**src/hdl/pcg_pkg.sv**
```systemverilog
// Package for the PCG32 bounded random source: widths, constants, request modes.
// No dependencies.
package pcg_pkg;
	localparam int StateW = 64;
	localparam int WordW = 32;
	localparam int ModeW = 3;
	localparam logic [63:0] LcgMul = 64'd6364136223846793005;
	localparam logic [63:0] LcgAdd = 64'd1442695040888963407;
	localparam logic [63:0] LcgReset = 64'h853c49e6748fea9b;

	typedef enum logic [2:0] {
		MODE_RAW = 3'd0, MODE_SEED = 3'd1, MODE_LOAD = 3'd2, MODE_READ = 3'd3,
		MODE_UBND = 3'd4, MODE_SBND = 3'd5, MODE_BOOL = 3'd6, MODE_NONE = 3'd7
	} mode_t;

	typedef struct packed {
		logic [2:0] mode;
		logic [63:0] seed_or_state;
		logic [31:0] low_bound;
		logic [31:0] high_bound;
		logic include_low;
		logic include_high;
	} req_t;

	typedef struct packed {
		logic [31:0] value;
		logic [63:0] state_after;
	} rsp_t;

	// controller -> datapath
	typedef struct packed {
		logic clr_state;
		logic load_state;
		logic add_seed;
		logic mul_start;  // start LCG multiply/output word
		logic step;       // commit step, capture word
		logic mod_start;  // start r % span
		logic lim_start;  // start limit = (-span) % span
		logic set_val_word;
		logic set_val_bool;
		logic set_val_zero;
		logic set_val_lo;
		logic set_val_mod;
		logic out_load;   // copy value and state into the output register
	} cmd_t;

	// datapath -> controller
	typedef struct packed {
		logic mul_done;
		logic div_done;
		logic empty;      // range empty or guard hit
		logic full_span;
		logic reject;     // word < limit
	} sts_t;
endpackage

```
**src/hdl/pcg_datapath.sv**
```systemverilog
// Datapath: LCG state, split 64-bit multiply, XSH RR output, bounds, serial modulo.
// Depends on pcg_pkg.
module pcg_datapath (
	input logic clk,
	input logic arst_n,
	input logic take,
	input pcg_pkg::cmd_t cmd,
	input pcg_pkg::req_t req,
	output pcg_pkg::sts_t sts,
	output pcg_pkg::rsp_t rsp
);
	logic [63:0] state_q;
	logic [63:0] seed_q;
	logic [31:0] lo_q, span_q, word_q, limit_q, value_q, res_q;
	logic empty_q, full_q;
	pcg_pkg::rsp_t out_q;
	// multiply: three 32x32 partial products, one per cycle
	logic [1:0] mph_q;
	logic mbusy_q;
	logic [63:0] prod_q;
	logic [31:0] ma, mb;
	logic [63:0] pp;
	// serial divider
	logic [32:0] rem_q;
	logic [31:0] dvd_q;
	logic [5:0] dcnt_q;
	logic dbusy_q;
	logic [32:0] trial;

	// bounds
	logic sgn;
	logic [31:0] ka, kb, a1, b1, a2, b2;
	logic g_empty;
	always_comb begin
		sgn = (req.mode == pcg_pkg::MODE_SBND);
		ka = req.low_bound ^ {sgn, 31'd0};
		kb = req.high_bound ^ {sgn, 31'd0};
		a1 = (ka > kb) ? kb : ka;
		b1 = (ka > kb) ? ka : kb;
		g_empty = 1'b0;
		a2 = a1;
		b2 = b1;
		if (!req.include_low) begin
			if (sgn && a1 == 32'hffffffff) g_empty = 1'b1;
			else a2 = a1 + 32'd1;
		end
		if (!req.include_high && !g_empty) begin
			if (sgn && b1 == 32'd0) begin
				g_empty = 1'b1;
				a2 = b1;
			end else b2 = b1 - 32'd1;
		end
		if (!g_empty && b2 < a2) g_empty = 1'b1;
	end

	always_comb begin
		case (mph_q)
			2'd0: begin ma = state_q[31:0]; mb = pcg_pkg::LcgMul[31:0]; end
			2'd1: begin ma = state_q[63:32]; mb = pcg_pkg::LcgMul[31:0]; end
			default: begin ma = state_q[31:0]; mb = pcg_pkg::LcgMul[63:32]; end
		endcase
		pp = ma * mb;
	end

	logic [31:0] xs, word_n;
	logic [4:0] rot;
	always_comb begin
		xs = 32'(((state_q >> 18) ^ state_q) >> 27);
		rot = state_q[63:59];
		word_n = (xs >> rot) | (xs << ((5'd0 - rot) & 5'd31));
		trial = {rem_q[31:0], dvd_q[31]} - {1'b0, span_q};
	end

	always_ff @(posedge clk or negedge arst_n) begin
		if (!arst_n) begin
			state_q <= pcg_pkg::LcgReset;
			mbusy_q <= 1'b0;
			mph_q <= 2'd0;
			dbusy_q <= 1'b0;
			dcnt_q <= 6'd0;
			out_q <= '0;
		end else begin
			if (take) begin
				seed_q <= req.seed_or_state;
				lo_q <= a2 ^ {sgn, 31'd0};
				span_q <= b2 - a2 + 32'd1;
				full_q <= (b2 - a2 + 32'd1) == 32'd0;
				empty_q <= g_empty;
			end
			if (cmd.clr_state) state_q <= 64'd0;
			if (cmd.load_state) state_q <= seed_q;
			if (cmd.add_seed) state_q <= state_q + seed_q;
			if (cmd.mul_start) begin
				mbusy_q <= 1'b1;
				mph_q <= 2'd0;
				prod_q <= 64'd0;
			end else if (mbusy_q) begin
				case (mph_q)
					2'd0: prod_q <= pp;
					default: prod_q <= {prod_q[63:32] + pp[31:0], prod_q[31:0]};
				endcase
				if (mph_q == 2'd2) mbusy_q <= 1'b0;
				mph_q <= mph_q + 2'd1;
			end
			if (cmd.step) begin
				word_q <= word_n;
				state_q <= prod_q + pcg_pkg::LcgAdd;
			end
			if (cmd.lim_start) begin
				dbusy_q <= 1'b1;
				dcnt_q <= 6'd32;
				dvd_q <= 32'd0 - span_q;
				rem_q <= 33'd0;
			end else if (cmd.mod_start) begin
				dbusy_q <= 1'b1;
				dcnt_q <= 6'd32;
				dvd_q <= word_q;
				rem_q <= 33'd0;
			end else if (dbusy_q) begin
				if (!trial[32]) rem_q <= trial;
				else rem_q <= {rem_q[31:0], dvd_q[31]};
				dvd_q <= {dvd_q[30:0], 1'b0};
				dcnt_q <= dcnt_q - 6'd1;
				if (dcnt_q == 6'd1) dbusy_q <= 1'b0;
			end
			if (cmd.lim_start) limit_q <= 32'd0;
			else if (dbusy_q && dcnt_q == 6'd1 && !cmd.mod_start) res_q <= trial[32] ?
				{rem_q[30:0], dvd_q[31]} : trial[31:0];
			if (cmd.set_val_word) value_q <= word_q;
			if (cmd.set_val_bool) value_q <= {31'd0, word_q[31]};
			if (cmd.set_val_zero) value_q <= 32'd0;
			if (cmd.set_val_lo) value_q <= lo_q;
			if (cmd.set_val_mod) value_q <= lo_q + res_q;
			if (cmd.step) limit_q <= res_q;
			if (cmd.out_load) begin
				out_q.value <= value_q;
				out_q.state_after <= state_q;
			end
		end
	end

	// limit_q is loaded from res_q at every step, first at the step after the limit division
	logic lim_valid_q;
	always_ff @(posedge clk or negedge arst_n) begin
		if (!arst_n) lim_valid_q <= 1'b0;
		else if (take) lim_valid_q <= 1'b0;
		else if (cmd.step) lim_valid_q <= 1'b1;
	end

	always_comb begin
		sts.mul_done = !mbusy_q && !cmd.mul_start;
		sts.div_done = !dbusy_q;
		sts.empty = empty_q;
		sts.full_span = full_q;
		sts.reject = word_q < (lim_valid_q ? limit_q : res_q);
		rsp = out_q;
	end
endmodule

```
**config.mk**
```make
export PLATFORM = sky130hd
export DESIGN_NAME = pcg_datapath
export DESIGN_NICKNAME = d
export VERILOG_FILES = /design/src/hdl/pcg_pkg.sv /design/src/hdl/pcg_datapath.sv
export SDC_FILE = /design/constraint.sdc
export NUM_CORES = 2
export LEC_CHECK = 0
export BUFFER_PORTS_ARGS = -buffer_cell sky130_fd_sc_hd__buf_4
export CELL_PAD_IN_SITES_DETAIL_PLACEMENT = 1
export CELL_PAD_IN_SITES_GLOBAL_PLACEMENT = 1
export CORE_ASPECT_RATIO = 1.5
export CORE_MARGIN = 5
export CORE_UTILIZATION = 25
export DETAILED_ROUTE_END_ITERATION = 8
export GPL_ROUTABILITY_DRIVEN = 0
export GPL_TIMING_DRIVEN = 1
export PLACE_DENSITY_LB_ADDON = 0.12
export SETUP_SLACK_MARGIN = 0.02
export SYNTH_ARGS = -nofsm -noshare
export SYNTH_HDL_FRONTEND = slang
export SYNTH_SLANG_ARGS = --single-unit
```
**constraint.sdc**
```tcl
create_clock -name clk -period 14.75 [get_ports clk]
set_input_delay 3.6875 -clock clk [delete_from_list [all_inputs] [get_ports clk]]
set_output_delay 3.6875 -clock clk [all_outputs]
set_load 0.02 [all_outputs]
```
# ---- After elaboration in Yosys (flattened, before gate mapping)
# Index checks and enable logic that the tools add are counted.
dict set report totals {
  ram_bits 0
  out_inout_bits 101
  latchBits 0
  memories 0
  register_bits 558
  rom_bits 0
  elab_cells 129
  in_bits 149
}
dict set report classes {
  multipliers 1
  div_mod_pow 0
  eq_ne 5
  bitwise 6
  shifts 2
  muxes 48
  add_sub_neg 13
  n_lt_le_gt_ge 3
  n_reduce_logical 31
}
# cell count
set op_table {}
lappend op_table {{32-bit 2-to-1 mux} 21}
lappend op_table {{64-bit 2-to-1 mux} 6}
lappend op_table {{32-bit bitwise XOR} 3}
lappend op_table {{33-bit 2-to-1 mux} 2}
lappend op_table {{32-bit by 1-bit adder with 32-bit output (second input constant)} 2}
lappend op_table {{32-bit adder} 2}
lappend op_table {{64-bit by 61-bit adder with 64-bit output (second input constant)} 1}
lappend op_table {{64-bit adder} 1}
lappend op_table {{32-bit zero test} 2}
lappend op_table {{32-bit < comparator} 2}
lappend op_table {{32-bit by 32-bit multiplier with 64-bit output} 1}
lappend op_table {{46-bit by 59-bit bitwise XOR with 59-bit output} 1}
lappend op_table {{33-bit by 32-bit subtractor with 33-bit output} 1}
lappend op_table {{32-bit == test (second input constant)} 1}
lappend op_table {{32-bit greater-than comparator} 1}
lappend op_table {{32-bit OR} 1}
lappend op_table {{32-bit by 5-bit << shifter with 32-bit output} 1}
lappend op_table {{32-bit by 5-bit >> shifter with 32-bit output} 1}
lappend op_table {{1-bit by 32-bit subtractor with 32-bit output (first input constant)} 1}
lappend op_table {{32-bit by 1-bit subtractor with 32-bit output (second input constant)} 1}
lappend op_table {{32-bit subtractor} 1}
lappend op_table {{29-bit 2-to-1 mux} 1}
lappend op_table {{6-bit 2-to-1 mux} 3}
lappend op_table {{1-bit 2-to-1 mux} 13}
lappend op_table {{other kinds (19)} 39}

# ---- Longest topological paths before layout
dict set report depth {
  word_depth 14
  ltp_mapped 44
  depth_no_buf 43
}

# ---- Worst setup path after synthesis
# No wires, ideal clock.
dict set report synth_path {
  path_kind {in2reg}
  start {input req[10] in the netlist's numbering}
  end {register full_q (data pin)}
  required_ns 14.580
  slack_ns 2.866
  setup_time_ns 0.170
  arrival_time_ns 11.715
  path_stages 36
  n_path_buf 5
  path_cell_list {clkinv_1 > ha_1 > nand4_1 > or3_1 > o221a_2 > o21ai_2 > nand2_1 > clkbuf_1 > clkbuf_1 > buf_1 > nand2_1 > o21ai_0 > ha_1 > nor2b_1 > o221a_2 > and2_1 > buf_2 > or3_1 > buf_2 > mux2i_1 > inv_1 > ha_1 > inv_1 > ha_1 > fa_1 > a21o_1 > a31oi_1 > nand2_1 > xor2_1 > or4_1 > or4_1 > or4b_1 > nor4_1 > nand4b_1 > or4_1 > nor4_2}
}
dict set report synth_via {
  elab_chain_len 13
  elab_cells_between_ends 23
  classes_between {add/sub (4); order compare (1); eq/ne (1); mux (10); bitwise (1); reduce/logical (6)}
}
# item line_no
set synth_lines {}
lappend synth_lines {{from (decl)} pcg_datapath.sv:8} ;# input pcg_pkg::req_t req,
lappend synth_lines {{32-bit bitwise XOR (*)} pcg_datapath.sv:37} ;# kb = req.high_bound ^ {sgn, 31'd0};
lappend synth_lines {{branches (longest 8 deep; another with 32-bit greater-than comparator)} n/a}
lappend synth_lines {{32-bit 2-to-1 mux (*)} pcg_datapath.sv:47} ;# if (!req.include_high && !g_empty) begin
lappend synth_lines {{via a2[1]} pcg_datapath.sv:32} ;# logic [31:0] ka, kb, a1, b1, a2, b2;
lappend synth_lines {{32-bit subtractor (*)} pcg_datapath.sv:87} ;# full_q <= (b2 - a2 + 32'd1) == 32'd0;
lappend synth_lines {{32-bit by 1-bit adder with 32-bit output (*)} pcg_datapath.sv:87}
lappend synth_lines {{32-bit zero test (*)} pcg_datapath.sv:87}
lappend synth_lines {{to (signal assigned)} pcg_datapath.sv:87}
lappend synth_lines {{to (decl)} pcg_datapath.sv:15} ;# logic empty_q, full_q;
# Mark *: on every way through the listed nets, which the timed path passes.
# A chain may end at the register's enable or synchronous reset.

# ---- Worst setup path in the final report
dict set report layout_path {
  start {input req[10] in the netlist's numbering}
  end {register full_q (data pin)}
}
dict set report layout_via {
  elab_chain_len 13
  elab_cells_between_ends 23
  classes_between {add/sub (4); order compare (1); eq/ne (1); mux (10); bitwise (1); reduce/logical (6)}
}
# item line_no
set layout_lines {}
lappend layout_lines {{32-bit bitwise XOR (*)} pcg_datapath.sv:37}
lappend layout_lines {{branches (longest 9 deep; another with 32-bit greater-than comparator)} n/a}
lappend layout_lines {{32-bit subtractor (*)} pcg_datapath.sv:87}
lappend layout_lines {{32-bit by 1-bit adder with 32-bit output (*)} pcg_datapath.sv:87}
lappend layout_lines {{32-bit zero test (*)} pcg_datapath.sv:87}
# Every way passes the cells marked *.

==> results_dict.tcl <==
set metrics [dict create \
    synth.avg_cell_area_um2 9.519 \
    hold_path_class "reg -> reg" \
    fillers 30150 \
    start_util 0.2505 \
    yosysTopAreaCell "edfxtp_1" \
    r2r_slack_ns 3.18 \
    ys_seq_area_frac 0.2431 \
    num_rows 230 \
    grt_pass1_wl_mm 433.5 \
    avgRoutedWirePerCell_um 28.94 \
    syn-instance-count 6877 \
    async_flop_share 0.3070 \
    min_path_cells 1 \
    pin_count 250 \
    rsz0062_at_grt "no" \
    synth_top_area_share 0.1771 \
    gr-usage-all-layers 0.2184 \
    dieArea_um2 272400 \
    final-setup-viol-count 0 \
    crit_type "in -> reg" \
    clkTransAtPathRegs_ns 0.06 \
    synth_area_leaders "edfxtp_1 (18%), fa_1 (17%), ha_1 (14%), dfrtp_1 (5.2%), inv_1 (4.5%)" \
    critPathMaxStageDelay_ns 0.71 \
    die_h_um 636.7 \
    final.setup.worst_slack_ns 2.283 \
    regToRegStartpoint "mph_q[1]" \
    hold_viol_final 0 \
    maxSlewViolCount 0 \
    max_freq_mhz 80.21 \
    whs_endpoint "rsp[84]" \
    clock-sinks 557 \
    drv_cap 0 \
    synth.distinct_cells 92 \
    min_from "value_q[20]" \
    cts_tree "done" \
    vias_per_cell 5.003 \
    clock_latency_ns 0.70 \
    fin_cells 10580 \
    reg2reg_depth 36 \
    ys_ff_latch 557 \
    placed_area_um2 71740 \
    finalWirelength_mm 306.3 \
    period_needed_ns 12.47 \
    wl_met2_mm 177.3 \
    grt.overflow.total 0 \
    rr_endpoint "prod_q[63]" \
    numPortBuffers 249 \
    htree_num_levels 2 \
    cp-start-kind "primary input" \
    worstMarginPinSlew_ns 1.425 \
    drc_errors 0 \
    core_um2 261300 \
    drtIter0Drc 2578 \
    grt_pass1_vias 59140 \
    crit_arrival_ns 12.97 \
    synth_edf_count 386 \
    first_pass_iters 6 \
    relSlewSlack 0.04344 \
    dr_wl_met3_mm 6.445 \
    ys_warn_count 0 \
    antenna_found_initial 24 \
    fin_tns_setup_ns 0 \
    grt_max_degree 74 \
    place_ws_ns 1.650 \
    post_cts_buffers 0 \
    outcome "finished, final reports clean" \
    crit_top_cell "ha_1" \
    worstSetupEndpointType "flip-flop" \
    final_antenna_net_count 0 \
    fin_area_um2 73840 \
    hold_buffers 0 \
    finalCritPeriodShare 0.8452 \
    final_nets 8487 \
    finClkSkew_ns 0.03424 \
    cts_resized 0 \
    ys.flop_type "edfxtp_1" \
    dp_hpwl_mm 257.6 \
    cp_slowest_cell "or4b_2" \
    top_layer_used "met5" \
    drt-met1-wl_mm 102.9 \
    vias 52950 \
    cts_max_path_buffers 3 \
    syn_area_um2 65460 \
    dp.cells 10460 \
    cts_made_buffers 61 \
    cts_root_buf "clkbuf_16" \
    die_w_um 427.8 \
    drive_gt1_frac 0.1066 \
    worstPathMaxFanout 35 \
    crit_required_ns 15.25 \
    area_delta_synth_final_pct 12.80 \
]
flip-flops by register name, summed over array words and instances (netlist names):
name,flops
dbusy_q,1
dcnt_q,6
dvd_q,32
empty_q,1
full_q,1
lim_valid_q,1
limit_q,32
lo_q,32
mbusy_q,1
mph_q,2
prod_q,64
rem_q,32
res_q,32
rsp,96
seed_q,64
span_q,32
state_q,64
value_q,32
word_q,32
layer usage:
metal	up-vias	global-route usage
met1	27270	0.2088
met5	-	0
met2	883	0.4551
met4	6	0.1147
li1	24350	-
met3	434	0.01488
layout by cell type, fill, tap and decap left out, drive strengths merged, types with 19 or more instances in the layout:
master,instances
clkbuf,81
o21a,62
mux2i,180
and2,100
dfrtp,137
a211oi,64
xnor2,258
nor2,495
fa,565
edfxtp,386
and3,43
nor3,128
xor2,154
a21oi,481
ha,733
nand2,453
clkinv,23
o21bai,53
a221oi,56
nand4,64
or2,19
o21ai,340
nor4,44
a21o,141
dfstp,34
nor2b,49
a31oi,42
nand3,115
o31ai,24
o211ai,24
inv,794
a22oi,55
nand2b,48
or3,28
or4,20
mux2,158
buf,380
how the worst max path moves through the flow:
stage / end / slack, ns / cells past startpoint / start
after detailed placement: full_q / 1.65 / 32 / req[10]
after global placement: full_q / 1.64 / 32 / req[10]
final: full_q / 2.28 / 32 / req[10]
after floorplan: full_q / 2.87 / 36 / req[10]
after CTS: full_q / 2.35 / 32 / req[10]
after global routing: full_q / 1.66 / 30 / req[10]
worst max-delay path, delay by kind of cell:
family          cells  cell delay, ns
xor+xnor            2            0.35
buf+inv             2            0.28
mux                 1            0.42
fa+ha+maj           4            1.30
simple gates       11            3.53
compound gates     12            3.41
per-stage QoR:
stage | utilization | hold WS (ns)
floorplan | - | 0.4539
CTS | 0.2825 | 0.4849
global route | 0.2825 | 0.4924
detailed placement | 0.2745 | 0.4700
global placement | 0.2745 | 0.4574
finish | 0.2826 | 0.4810
synth_stat cells, types with 141 or more instances:
cell type / number
a21o_1: 141
a21oi_1: 481
clkbuf_1: 229
edfxtp_1: 386
fa_1: 565
ha_1: 733
inv_1: 785
mux2_2: 158
mux2i_1: 180
nand2_1: 453
nor2_1: 495
o21ai_0: 336
xnor2_1: 258
xor2_1: 154
logic make-up after synthesis:
logic type / Yosys count / synth area share
AO/OA/AOI/OAI: 1527 / 0.1492
adder cells (fa/ha/maj): 1298 / 0.3129
other: 2 / 0.0001147
buffers and inverters: 1077 / 0.06218
flip-flops: 557 / 0.2431
XOR/XNOR: 412 / 0.05512
AND/OR/NAND/NOR: 1657 / 0.1197
multiplexers: 347 / 0.05780
cell type report:
cell class              count  area (um^2)  area share
diodes                     10        25.02   0.0003389
clock buffers              81         1652     0.02237
clock inverters            35        427.9    0.005795
repair buffers            380         2864     0.03879
flip-flops and latches    557        15920      0.2156
inverters                 791         2969     0.04021
multi-input cells        5249        45630      0.6180
well taps                3480         4354     0.05897
Power is not shown: default switching activity piles up to over one toggle a cycle in this logic, so the estimate is an artifact.
