<file path="config.mk">
export PLATFORM = sky130hd
export DESIGN_NAME = pcg_ctrl
export DESIGN_NICKNAME = d
export VERILOG_FILES = /design/src/hdl/pcg_pkg.sv /design/src/hdl/pcg_ctrl.sv
export SDC_FILE = /design/constraint.sdc
export NUM_CORES = 1
export LEC_CHECK = 0
export BUFFER_PORTS_ARGS = -buffer_cell sky130_fd_sc_hd__buf_2
export CORE_MARGIN = 8
export CORE_UTILIZATION = 55
export CTS_CLUSTER_DIAMETER = 150
export DETAILED_ROUTE_END_ITERATION = 7
export HOLD_SLACK_MARGIN = 0.05
export PLACE_DENSITY = 0.82
export REMOVE_ABC_BUFFERS = 1
export SLEW_MARGIN = 20
export SYNTH_ARGS = -nofsm -noshare
export SYNTH_HDL_FRONTEND = slang
export SYNTH_SLANG_ARGS = --single-unit
</file>
<file path="constraint.sdc">
create_clock -name clk -period 3.2 [get_ports clk]
set_clock_uncertainty 0.2 [all_clocks]
set_input_delay 0.32 -clock clk [delete_from_list [all_inputs] [get_ports clk]]
set_output_delay 0.32 -clock clk [all_outputs]
set_load 0.02 [all_outputs]
</file>
<file path="src/hdl/pcg_pkg.sv">
// Package for the PCG32 bounded random source: widths, constants, request modes.
// No dependencies.
package pcg_pkg;
	localparam int StateW = 64;
	localparam int WordW = 32;
	localparam int ModeW = 3;
	localparam logic [63:0] LcgMul = 64'd6364136223846793005;
	localparam logic [63:0] LcgAdd = 64'd1442695040888963407;
	localparam logic [63:0] LcgReset = 64'h853c49e6748fea9b;

	typedef enum logic [2:0] {
		MODE_RAW = 3'd0, MODE_SEED = 3'd1, MODE_LOAD = 3'd2, MODE_READ = 3'd3,
		MODE_UBND = 3'd4, MODE_SBND = 3'd5, MODE_BOOL = 3'd6, MODE_NONE = 3'd7
	} mode_t;

	typedef struct packed {
		logic [2:0] mode;
		logic [63:0] seed_or_state;
		logic [31:0] low_bound;
		logic [31:0] high_bound;
		logic include_low;
		logic include_high;
	} req_t;

	typedef struct packed {
		logic [31:0] value;
		logic [63:0] state_after;
	} rsp_t;

	// controller -> datapath
	typedef struct packed {
		logic clr_state;
		logic load_state;
		logic add_seed;
		logic mul_start;  // start LCG multiply/output word
		logic step;       // commit step, capture word
		logic mod_start;  // start r % span
		logic lim_start;  // start limit = (-span) % span
		logic set_val_word;
		logic set_val_bool;
		logic set_val_zero;
		logic set_val_lo;
		logic set_val_mod;
		logic out_load;   // copy value and state into the output register
	} cmd_t;

	// datapath -> controller
	typedef struct packed {
		logic mul_done;
		logic div_done;
		logic empty;      // range empty or guard hit
		logic full_span;
		logic reject;     // word < limit
	} sts_t;
endpackage

</file>
<file path="src/hdl/pcg_ctrl.sv">
// Controller FSM: sequences mode handling, steps, rejection loop and output word.
// Depends on pcg_pkg.
module pcg_ctrl (
	input logic clk,
	input logic arst_n,
	input logic in_valid,
	output logic in_ready,
	input logic [2:0] in_mode,
	output logic take,
	output logic out_valid,
	input logic out_ready,
	output pcg_pkg::cmd_t cmd,
	input pcg_pkg::sts_t sts
);
	typedef enum logic [3:0] {
		S_IDLE, S_DISPATCH, S_MUL, S_STEP, S_LIMIT, S_LIMWAIT, S_CHECK,
		S_MOD, S_MODWAIT, S_SEED2, S_DONE, S_OUT
	} state_t;
	state_t st_q;
	logic [2:0] mode_q;
	logic seed_phase_q;
	logic out_valid_q;

	assign in_ready = (st_q == S_IDLE);
	assign take = in_valid && in_ready;
	assign out_valid = out_valid_q;

	always_ff @(posedge clk or negedge arst_n) begin
		if (!arst_n) begin
			st_q <= S_IDLE;
			mode_q <= pcg_pkg::MODE_NONE;
			seed_phase_q <= 1'b0;
			out_valid_q <= 1'b0;
			cmd <= '0;
		end else begin
			cmd <= '0;
			if (out_valid_q && out_ready) out_valid_q <= 1'b0;
			case (st_q)
				S_IDLE: if (take) begin
					mode_q <= in_mode;
					st_q <= S_DISPATCH;
				end
				S_DISPATCH: begin
					case (mode_q)
						pcg_pkg::MODE_RAW, pcg_pkg::MODE_BOOL: begin
							cmd.mul_start <= 1'b1;
							st_q <= S_MUL;
						end
						pcg_pkg::MODE_SEED: begin
							cmd.clr_state <= 1'b1;
							seed_phase_q <= 1'b0;
							st_q <= S_SEED2;
						end
						pcg_pkg::MODE_LOAD: begin
							cmd.load_state <= 1'b1;
							cmd.set_val_zero <= 1'b1;
							st_q <= S_DONE;
						end
						pcg_pkg::MODE_UBND, pcg_pkg::MODE_SBND: begin
							if (sts.empty) begin
								cmd.set_val_lo <= 1'b1;
								st_q <= S_DONE;
							end else if (sts.full_span) begin
								cmd.mul_start <= 1'b1;
								st_q <= S_MUL;
							end else begin
								cmd.lim_start <= 1'b1;
								st_q <= S_LIMIT;
							end
						end
						default: begin
							cmd.set_val_zero <= 1'b1;
							st_q <= S_DONE;
						end
					endcase
				end
				S_SEED2: begin
					cmd.mul_start <= 1'b1;
					st_q <= S_MUL;
				end
				S_LIMIT: st_q <= S_LIMWAIT;
				S_LIMWAIT: if (sts.div_done) begin
					cmd.mul_start <= 1'b1;
					st_q <= S_MUL;
				end
				S_MUL: if (sts.mul_done) begin
					cmd.step <= 1'b1;
					st_q <= S_STEP;
				end
				S_STEP: begin
					case (mode_q)
						pcg_pkg::MODE_RAW: begin
							cmd.set_val_word <= 1'b1;
							st_q <= S_DONE;
						end
						pcg_pkg::MODE_BOOL: begin
							cmd.set_val_bool <= 1'b1;
							st_q <= S_DONE;
						end
						pcg_pkg::MODE_SEED: begin
							if (!seed_phase_q) begin
								cmd.add_seed <= 1'b1;
								seed_phase_q <= 1'b1;
								st_q <= S_SEED2;
							end else begin
								cmd.set_val_zero <= 1'b1;
								st_q <= S_DONE;
							end
						end
						default: begin
							if (sts.full_span) begin
								cmd.set_val_word <= 1'b1;
								st_q <= S_DONE;
							end else st_q <= S_CHECK;
						end
					endcase
				end
				S_CHECK: begin
					if (sts.reject) begin
						cmd.mul_start <= 1'b1;
						st_q <= S_MUL;
					end else begin
						cmd.mod_start <= 1'b1;
						st_q <= S_MOD;
					end
				end
				S_MOD: st_q <= S_MODWAIT;
				S_MODWAIT: if (sts.div_done) begin
					cmd.set_val_mod <= 1'b1;
					st_q <= S_DONE;
				end
				// wait until the output register is free
				S_DONE: if (!out_valid_q || out_ready) begin
					cmd.out_load <= 1'b1;
					st_q <= S_OUT;
				end
				S_OUT: begin
					out_valid_q <= 1'b1;
					st_q <= S_IDLE;
				end
				default: st_q <= S_IDLE;
			endcase
		end
	end
endmodule
</file>
-- Word-level counts from Yosys, hierarchy flattened
Index checks and enable logic that the tools add are counted.
- bits in registers: 22
- input port bits: 12
- logic and storage cells: 106
- equal/unequal tests: 23
- multiplexer cells: 51
- reductions and logical operators: 15
- operators by type and width (operator ; number):
    one-hot mux 4 bit (11 select lines) ; 1
    two-way mux 1 bit ; 31
    two-way mux 4 bit ; 7
    equality test 4 x 3 -> 1 bit (second input constant) ; 4
    equality test 4 bit (second input constant) ; 4
    one-hot mux 4 bit (3 select lines) ; 1
    equality test 3 bit (second input constant) ; 3
    equality test 4 x 2 -> 1 bit (second input constant) ; 2
    inequality test 2 bit (second input constant) ; 4
    one-hot mux 1 bit (2 select lines) ; 4
    one-hot mux 4 bit (2 select lines) ; 1
    two-way mux 2 bit ; 3
    two-way mux 3 bit ; 2
    inequality test 2 x 1 -> 1 bit (second input constant) ; 3
    OR reduction 2 bit ; 3
    AND reduction 5 bit ; 1
    OR reduction 5 bit ; 1
    equality test 4 x 1 -> 1 bit (second input constant) ; 1
    logical NOT 4 bit ; 1
    one-hot mux 1 bit (4 select lines) ; 1
    nonzero test 2 bit ; 2
    equality test 3 x 1 -> 1 bit (second input constant) ; 1
    equality test 3 x 2 -> 1 bit (second input constant) ; 1
    logical NOT 3 bit ; 1
    5 further kinds ; 6

-- Depth between registers and ports, before layout
Gate-level depths: netlist (run 1).
- depth in word-level cells: 4
- mapped depth: 5
- depth with buffers taken out: 4

-- Least setup slack after synthesis (run 1)
No wires, ideal clock.
- kind: register -> output
- start point: reg st_q[1]
- end point: out take
- arrival time: 1.346 ns
- required time: 2.680 ns
- slack: 1.334 ns
- cell stages (with the launch flop): 4
- cell sequence: dfrtp_1 nor4_2 nand2_1 inv_1
- cells in the longest elaborated chain, start to end: 2
- RTL lines (element ; line ; source):
    from (decl) ; pcg_ctrl.sv:19 ; state_t st_q;
    from (signal assigned) ; pcg_ctrl.sv:30 ; st_q <= S_IDLE;
    from (signal assigned) ; pcg_ctrl.sv:41 ; st_q <= S_DISPATCH;
    from (signal assigned) ; pcg_ctrl.sv:47 ; st_q <= S_MUL;
    logical NOT 4 bit ; pcg_ctrl.sv:24 ; assign in_ready = (st_q == S_IDLE);
    named net in_ready ; pcg_ctrl.sv:7 ; output logic in_ready,
    logical AND 1 bit ; pcg_ctrl.sv:25 ; assign take = in_valid && in_ready;
    to (decl) ; pcg_ctrl.sv:9 ; output logic take,
The timed path passes the listed nets, and every way through them passes these cells.

-- Final worst setup path (run 1)
- start point: reg st_q[2]
- end point: out take
- cells in the longest elaborated chain, start to end: 2
- RTL lines (element ; line):
    logical NOT 4 bit ; pcg_ctrl.sv:24
    logical AND 1 bit ; pcg_ctrl.sv:25
Every way passes these cells.

==> flow_metrics.py, run 1 <==
metrics = {
    "power_and_ir_drop": {
        "leakagePower_nw": 0.6612,
        "p_comb_share_pct": 42.7,
        "netSwitchingFraction_pct": 45.38,
        "clockPowerShare_pct": 13.0,
        "ir_drop_mv": 0.6133,
        "cellPowerDensity_mw_per_mm2": 911.9,
        "p_total_w": 0.001213,
        "power_frac_seq_pct": 44.2,
        "p_int_w": 0.0006625,
        "p_switching_w": 0.0005504,
    },
    "timing": {
        "finalSetupTns_ps": 0,
        "max_freq_ghz": 0.4636,
        "drv_slew": 0,
        "slew_headroom_pct": 63.92,
        "rsz0062_at_grt": "no",
        "fin_crit_sh_pct": 67.41,
        "min_period_ps": 2157,
        "fin_ws_ps": 1043,
        "tightest_slew_ps": 541.2,
        "hold_viol": 0,
        "setup_viol": 0,
    },
    "worst_setup_path": {
        "cp.arrival_ps": 1640,
        "worst-path-buf-inv": 2,
        "path_cells": "nor4_2 > nand2_1 > inv_1 > buf_2",
        "worstSetupPathType": "reg -> out",
        "max_stage_delay_ps": 590,
        "startpoint_type": "flip-flop",
        "cp_slowest_cell": "dfrtp_1",
        "critPathRequiredTime_ps": 2680,
        "end_kind": "output pin",
        "cp_max_fo": 16,
        "crit_family": "flip-flops",
    },
    "layout": {
        "num_antenna_cells": 0,
        "fin_nets": 155,
        "fillCellCount": 165,
        "layout-drive-gt1-share_pct": 27.46,
        "syn_to_final_growth_pct": 19.44,
        "final_cell_count_no_fill": 169,
    },
    "placed_design": {
        "port_buffers": 27,
        "dp_cells": 160,
        "place_ws_ps": 1400,
        "place_hpwl_microns": 1904,
        "place.gp.congestion": 0.9293,
    },
    "floorplan": {
        "rows": 16,
        "coreArea_sq_mm": 0.001942,
        "dieArea_sq_mm": 0.003720,
        "ios": 28,
        "start_util_pct": 57.35,
        "die_h_microns": 61.00,
        "die_w_microns": 61.00,
    },
    "route": {
        "dr.first_iter.drc_count": 48,
        "via_per_inst": 5.787,
        "dr.pass1.iters": 4,
        "drt_wl_total_microns": 2655,
        "wl_per_cell_microns": 15.71,
        "vias": 978,
        "detail-route-antenna-nets": 0,
        "drc_errors": 0,
    },
    "logic_synthesis": {
        "synth_seq_area_share_pct": 49.78,
        "synthArstFlopShare_pct": 100.0,
        "synth_area_sq_mm": 0.001114,
        "postSynthAreaPerCell_sq_um": 9.943,
        "synth-edff-count": 0,
        "netlist_instances": 112,
        "ys.warnings.count": 0,
        "ys.flop_type": "dfrtp_1",
        "yosys_register_bits": 22,
        "synth_cell_types": 42,
    },
    "grt": {
        "overflow": 0,
        "grt_usage_pct": 15.66,
        "antenna_found_initial": 0,
        "grt_pass1_wl_microns": 4443,
        "grt_max_degree": 23,
        "grt_pass1_vias": 973,
    },
    "clocking": {
        "hold_buffers": 5,
        "cts_setup_buffers": 0,
        "root_buffer": "clkbuf_4",
        "numClockSinks": 22,
        "cts_resized": 0,
        "htreeDepth": 1,
        "clockBufferDepth": 2,
        "cts_buffers": 3,
        "cts.reportedPaths.clkPinSlew_ps": 130,
        "clock_latency_ps": 320,
        "cts_tree": "done",
    },
    "min_path": {
        "hold_path_class": "in -> reg",
    },
    "job": {
        "drv_cap": 0,
    },
    "outcome": {
        "status": "finished, final reports clean",
    },
}
## metrics by stage
stage	cell area (sq um)	utilization (%)	hold WS [ps]
after CTS	1330	68.49	70.43
final	1330	68.49	60.89
after global routing	1330	68.49	73.69
after global placement	1244	64.05	99.95
after detailed placement	1244	64.05	109.5
after floorplan	1075	-	-175.6
## worst paths after layout
| check | start | endpoint | slack [ps] | cells after the start |
|---|---|---|---|---|
| worst max register to register | st_q[0]$_DFFE_PN0P_ | st_q[3]$_DFFE_PN0P_ | 1340 | 3 |
| max in group asynchronous | arst_n | mode_q[1]$_DFFE_PN1P_ | 2150 | 2 |
| worst min-delay path | sts[4] | cmd[8]$_DFF_PN0_ | 60 | 2 |
| worst min register to register | seed_phase_q$_DFFE_PN0P_ | cmd[10]$_DFF_PN0_ | 360 | 1 |
| worst max-delay path | st_q[2]$_DFFE_PN0P_ | take | 1040 | 4 |
| min in group asynchronous | arst_n | cmd[8]$_DFF_PN0_ | 290 | 2 |
## power by group through the flow
stage / Sequential, W / Combinational (W) / Clock (W)
2_1_floorplan: 0.000547 / 0.000329 / 0
3_3_place_gp: 0.000534 / 0.000498 / 0
3_5_place_dp: 0.000537 / 0.000507 / 0
4_1_cts: 0.000532 / 0.000516 / 0.000155
5_1_grt: 0.000557 / 0.000568 / 0.000165
6_report: 0.000536 / 0.000518 / 0.000158
## kinds of logic after synthesis
logic type | count (synthesis) | share of synthesized area [%]
flops | 22 | 49.78
buf+inv | 10 | 4.831
compound gates | 30 | 18.77
mux | 4 | 3.932
simple gates | 46 | 22.70
## final cells by class
cell class / count / area, sq um / area share, %
repair buffers: 32 / 185.2 / 13.92
multi-input cells: 80 / 505.5 / 38.01
inverters: 4 / 15.01 / 1.129
flip-flops and latches: 22 / 554.3 / 41.67
clock buffers: 4 / 36.28 / 2.728
well taps: 27 / 33.78 / 2.540
## cells in the final DEF, fill, tap and decap left out, types with 2 or more instances in the layout
master         synthesis  final
a21o_1                 3      3
a21oi_1                6      6
and4_1                 2      2
buf_2                  4     27
clkbuf_4               0      3
dfrtp_1               19     19
dfstp_2                3      3
dlygate4sd3_1          0      5
inv_1                  3      3
mux2_1                 3      3
nand2_1                8      8
nand2b_1               4      4
nor2_1                15     15
nor2b_1                2      2
nor3_1                 3      3
nor3_2                 2      2
nor4_1                 3      3
nor4b_1                2      2
o21ai_0                3      3
o21ai_1                3      3
## state kept, by name, indices dropped and copies added (netlist names)
name	flops
cmd	13
st_q	4
mode_q	3
out_valid	1
seed_phase_q	1
## synth_stat cells (2+ instances only)
library cell	count	area, sq um
o21ai_0	3	15.01
and4_1	2	17.52
nand2b_1	4	25.02
nor4b_1	2	17.52
inv_1	3	11.26
nor3_1	3	15.01
dfrtp_1	19	475.5
o21ai_1	3	15.01
a21oi_1	6	30.03
buf_2	4	20.02
nor3_2	2	20.02
a21o_1	3	22.52
nor2_1	15	56.30
mux2_1	3	33.78
nor4_1	3	18.77
nand2_1	8	30.03
nor2b_1	2	12.51
dfstp_2	3	78.83
## routing by layer
metal / vias to the layer above / global-route usage (%) / share of wire [%] / wire length (microns)
li1: 471 / - / - / -
met1: 458 / 20.78 / 43 / 1143
met2: 44 / 24.59 / 49 / 1290
met3: 5 / 3.178 / 7.0 / 186
met4: 0 / 5.316 / 1.3 / 34
met5: - / 0 / 0 / 0
Note: power is estimated with default switching activity, not from simulation.
==> run 2, diff against run 1 <==
--- a/config.mk
+++ b/config.mk
@@ -7,11 +7,11 @@
 export LEC_CHECK = 0
 export BUFFER_PORTS_ARGS = -buffer_cell sky130_fd_sc_hd__buf_2
 export CORE_MARGIN = 8
-export CORE_UTILIZATION = 55
+export CORE_UTILIZATION = 51
 export CTS_CLUSTER_DIAMETER = 150
 export DETAILED_ROUTE_END_ITERATION = 7
 export HOLD_SLACK_MARGIN = 0.05
-export PLACE_DENSITY = 0.82
+export PLACE_DENSITY = 0.77
 export REMOVE_ABC_BUFFERS = 1
 export SLEW_MARGIN = 20
 export SYNTH_ARGS = -nofsm -noshare
==> constraint.sdc (replaced) <==
create_clock -name clk -period 2 [get_ports clk]
set_clock_uncertainty 0.2 [all_clocks]
set_input_delay 0.2 -clock clk [delete_from_list [all_inputs] [get_ports clk]]
set_output_delay 0.2 -clock clk [all_outputs]
set_load 0.02 [all_outputs]
==> run 2 against run 1 <==
Against the previous run: flip-flop and latch count did not move; setup slack got worse by 950 ps; clock-buffer cell count is 1 lower; core utilization fell by 0.14 points; first-iteration DRC count down 17%; sequential share of layout area down 3.3 points; final cell count up 7.7%; power is 76% higher; global-route usage fell by 1.2 points; non-clock buffer count is 12 higher; combinational power rose by 87%; critical path depth unchanged; critical endpoint unchanged.
==> flow_metrics.py, run 2 (synthesized netlist as in run 1, its figures left out) <==
metrics = {
    "timing": {
        "min_period_ps": 1912,
        "rsz0062_at_grt": "no",
        "setup_viol": 0,
        "tightest_slew_ps": 475.1,
        "fin_crit_sh_pct": 95.58,
        "slew_headroom_pct": 68.33,
        "fin_ws_ps": 88.46,
        "finalSetupTns_ps": 0,
        "drv_slew": 0,
        "hold_viol": 0,
        "max_freq_ghz": 0.5231,
    },
    "floorplan": {
        "ios": 28,
        "die_w_microns": 62.73,
        "start_util_pct": 52.35,
        "coreArea_sq_mm": 0.002127,
        "rows": 17,
        "die_h_microns": 62.73,
        "dieArea_sq_mm": 0.003934,
    },
    "route": {
        "via_per_inst": 5.681,
        "dr.pass1.iters": 5,
        "detail-route-antenna-nets": 0,
        "dr.first_iter.drc_count": 40,
        "drt_wl_total_microns": 2722,
        "vias": 1034,
        "wl_per_cell_microns": 14.96,
        "drc_errors": 0,
    },
    "clocking": {
        "cts_buffers": 3,
        "clockBufferDepth": 2,
        "clock_latency_ps": 320,
        "cts_tree": "done",
        "root_buffer": "clkbuf_4",
        "numClockSinks": 22,
        "cts.reportedPaths.clkPinSlew_ps": 120,
        "htreeDepth": 1,
    },
    "power_and_ir_drop": {
        "leakagePower_nw": 0.7194,
        "ir_drop_mv": 1.007,
        "netSwitchingFraction_pct": 42.00,
        "clockPowerShare_pct": 16.1,
        "power_frac_seq_pct": 38.3,
        "p_switching_w": 0.0008946,
        "p_comb_share_pct": 45.5,
        "cellPowerDensity_mw_per_mm2": 1465,
        "p_int_w": 0.001235,
    },
    "placed_design": {
        "port_buffers": 27,
        "place.gp.congestion": 1.008,
        "place_ws_ps": 212.9,
        "place_hpwl_microns": 1793,
    },
    "layout": {
        "seqCellArea_sq_um": 558.0,
        "fillCellCount": 163,
        "layout-drive-gt1-share_pct": 31.82,
        "layout_commonest_cell": "buf_2",
        "reg_top3": "cmd: 13 flops, st_q: 4 flops, mode_q: 3 flops",
        "syn_to_final_growth_pct": 30.56,
        "multi_input_area_sq_um": 505.5,
        "final_util_pct": 68.35,
        "largest_reg_flops": 13,
        "num_antenna_cells": 0,
        "fin_nets": 167,
        "top_register": "cmd",
        "mostFrequentLayoutCells": "27 x buf_2, 16 x dfrtp_1, 15 x nor2_1, 10 x dlygate4sd3_1, 8 x nand2_1",
    },
    "grt": {
        "grt_usage_pct": 14.45,
        "grt_max_degree": 23,
        "antenna_found_initial": 0,
        "grt_pass1_vias": 996,
        "grt_pass1_wl_microns": 4623,
        "overflow": 0,
    },
    "worst_setup_path": {
        "worstSetupPathType": "reg -> out",
        "cp_max_fo": 8,
        "worstReg2RegStart": "mode_q[2]$_DFFE_PN1P_",
        "max_stage_delay_ps": 480,
        "cp-startpoint": "st_q[1]$_DFFE_PN0P_",
        "path_cells": "nor4_2 > nand2_1 > inv_1 > buf_2",
        "cp_slowest_cell": "dfrtp_1",
        "cp.arrival_ps": 1510,
        "critPathRequiredTime_ps": 1600,
        "end_kind": "output pin",
        "crit_family": "flip-flops",
        "worst-path-buf-inv": 2,
        "startpoint_type": "flip-flop",
    },
    "job": {
        "drv_cap": 0,
    },
    "min_path": {
        "hold_path_class": "in -> async",
    },
    "outcome": {
        "status": "finished, final reports clean",
    },
}
run 2: routing by layer:
layer,up-vias,GRT usage [%],wire (microns)
met1,491,16.74,1163
met2,46,22.77,1275
met5,-,0,0
li1,488,-,-
met4,0,8.262,75
met3,9,4.839,207
run 2: power by group through the flow:
stage               logic (W)  registers (W)  clock network, W
CTS                  0.000892       0.000823          0.000351
detailed placement   0.000859       0.000825                 0
global route          0.00107       0.000840          0.000368
finish               0.000970       0.000817          0.000344
floorplan            0.000527       0.000876                 0
global placement     0.000850       0.000817                 0
run 2: area by class of cell:
cell class | instances | share of cell area (%)
clock buffers | 3 | 1.549
clock inverters | 1 | 2.065
inverters | 4 | 1.033
multi-input cells | 80 | 34.77
flip-flops and latches | 22 | 38.38
well taps | 28 | 2.410
repair buffers | 44 | 19.79
run 2: timing repair:
action                                  in CTS  in global routing
pin swaps                                    1                  0
gates resized for setup                      3                  0
setup buffers                                1                  3
endpoints found under the setup margin       1                  1
hold buffers                                10                  0
gates cloned                                 0                  0
endpoints found under the hold margin       35                  0
run 2: worst paths after layout:
kind,slack [ps],cells after the start,endpoint
max in group asynchronous,1100,2,st_q[2]$_DFFE_PN0P_
max reg2reg,210,4,st_q[0]$_DFFE_PN0P_
max,90,4,take
min reg2reg,350,1,cmd[10]$_DFF_PN0_
min in group clk,150,4,mode_q[1]$_DFFE_PN1P_
min,150,2,cmd[1]$_DFF_PN0_
run 2: per-stage QoR:
stage          hold slack, ps  total power [W]  cells  cell area [sq um]
2_1_floorplan          -295.6         0.001403    106               1075
3_3_place_gp           -18.09         0.001668    164               1267
3_5_place_dp           -14.28         0.001684    164               1267
4_1_cts                 142.7         0.002066    179               1431
5_1_grt                 158.3         0.002276    182               1454
6_report                146.2         0.002130    182               1454
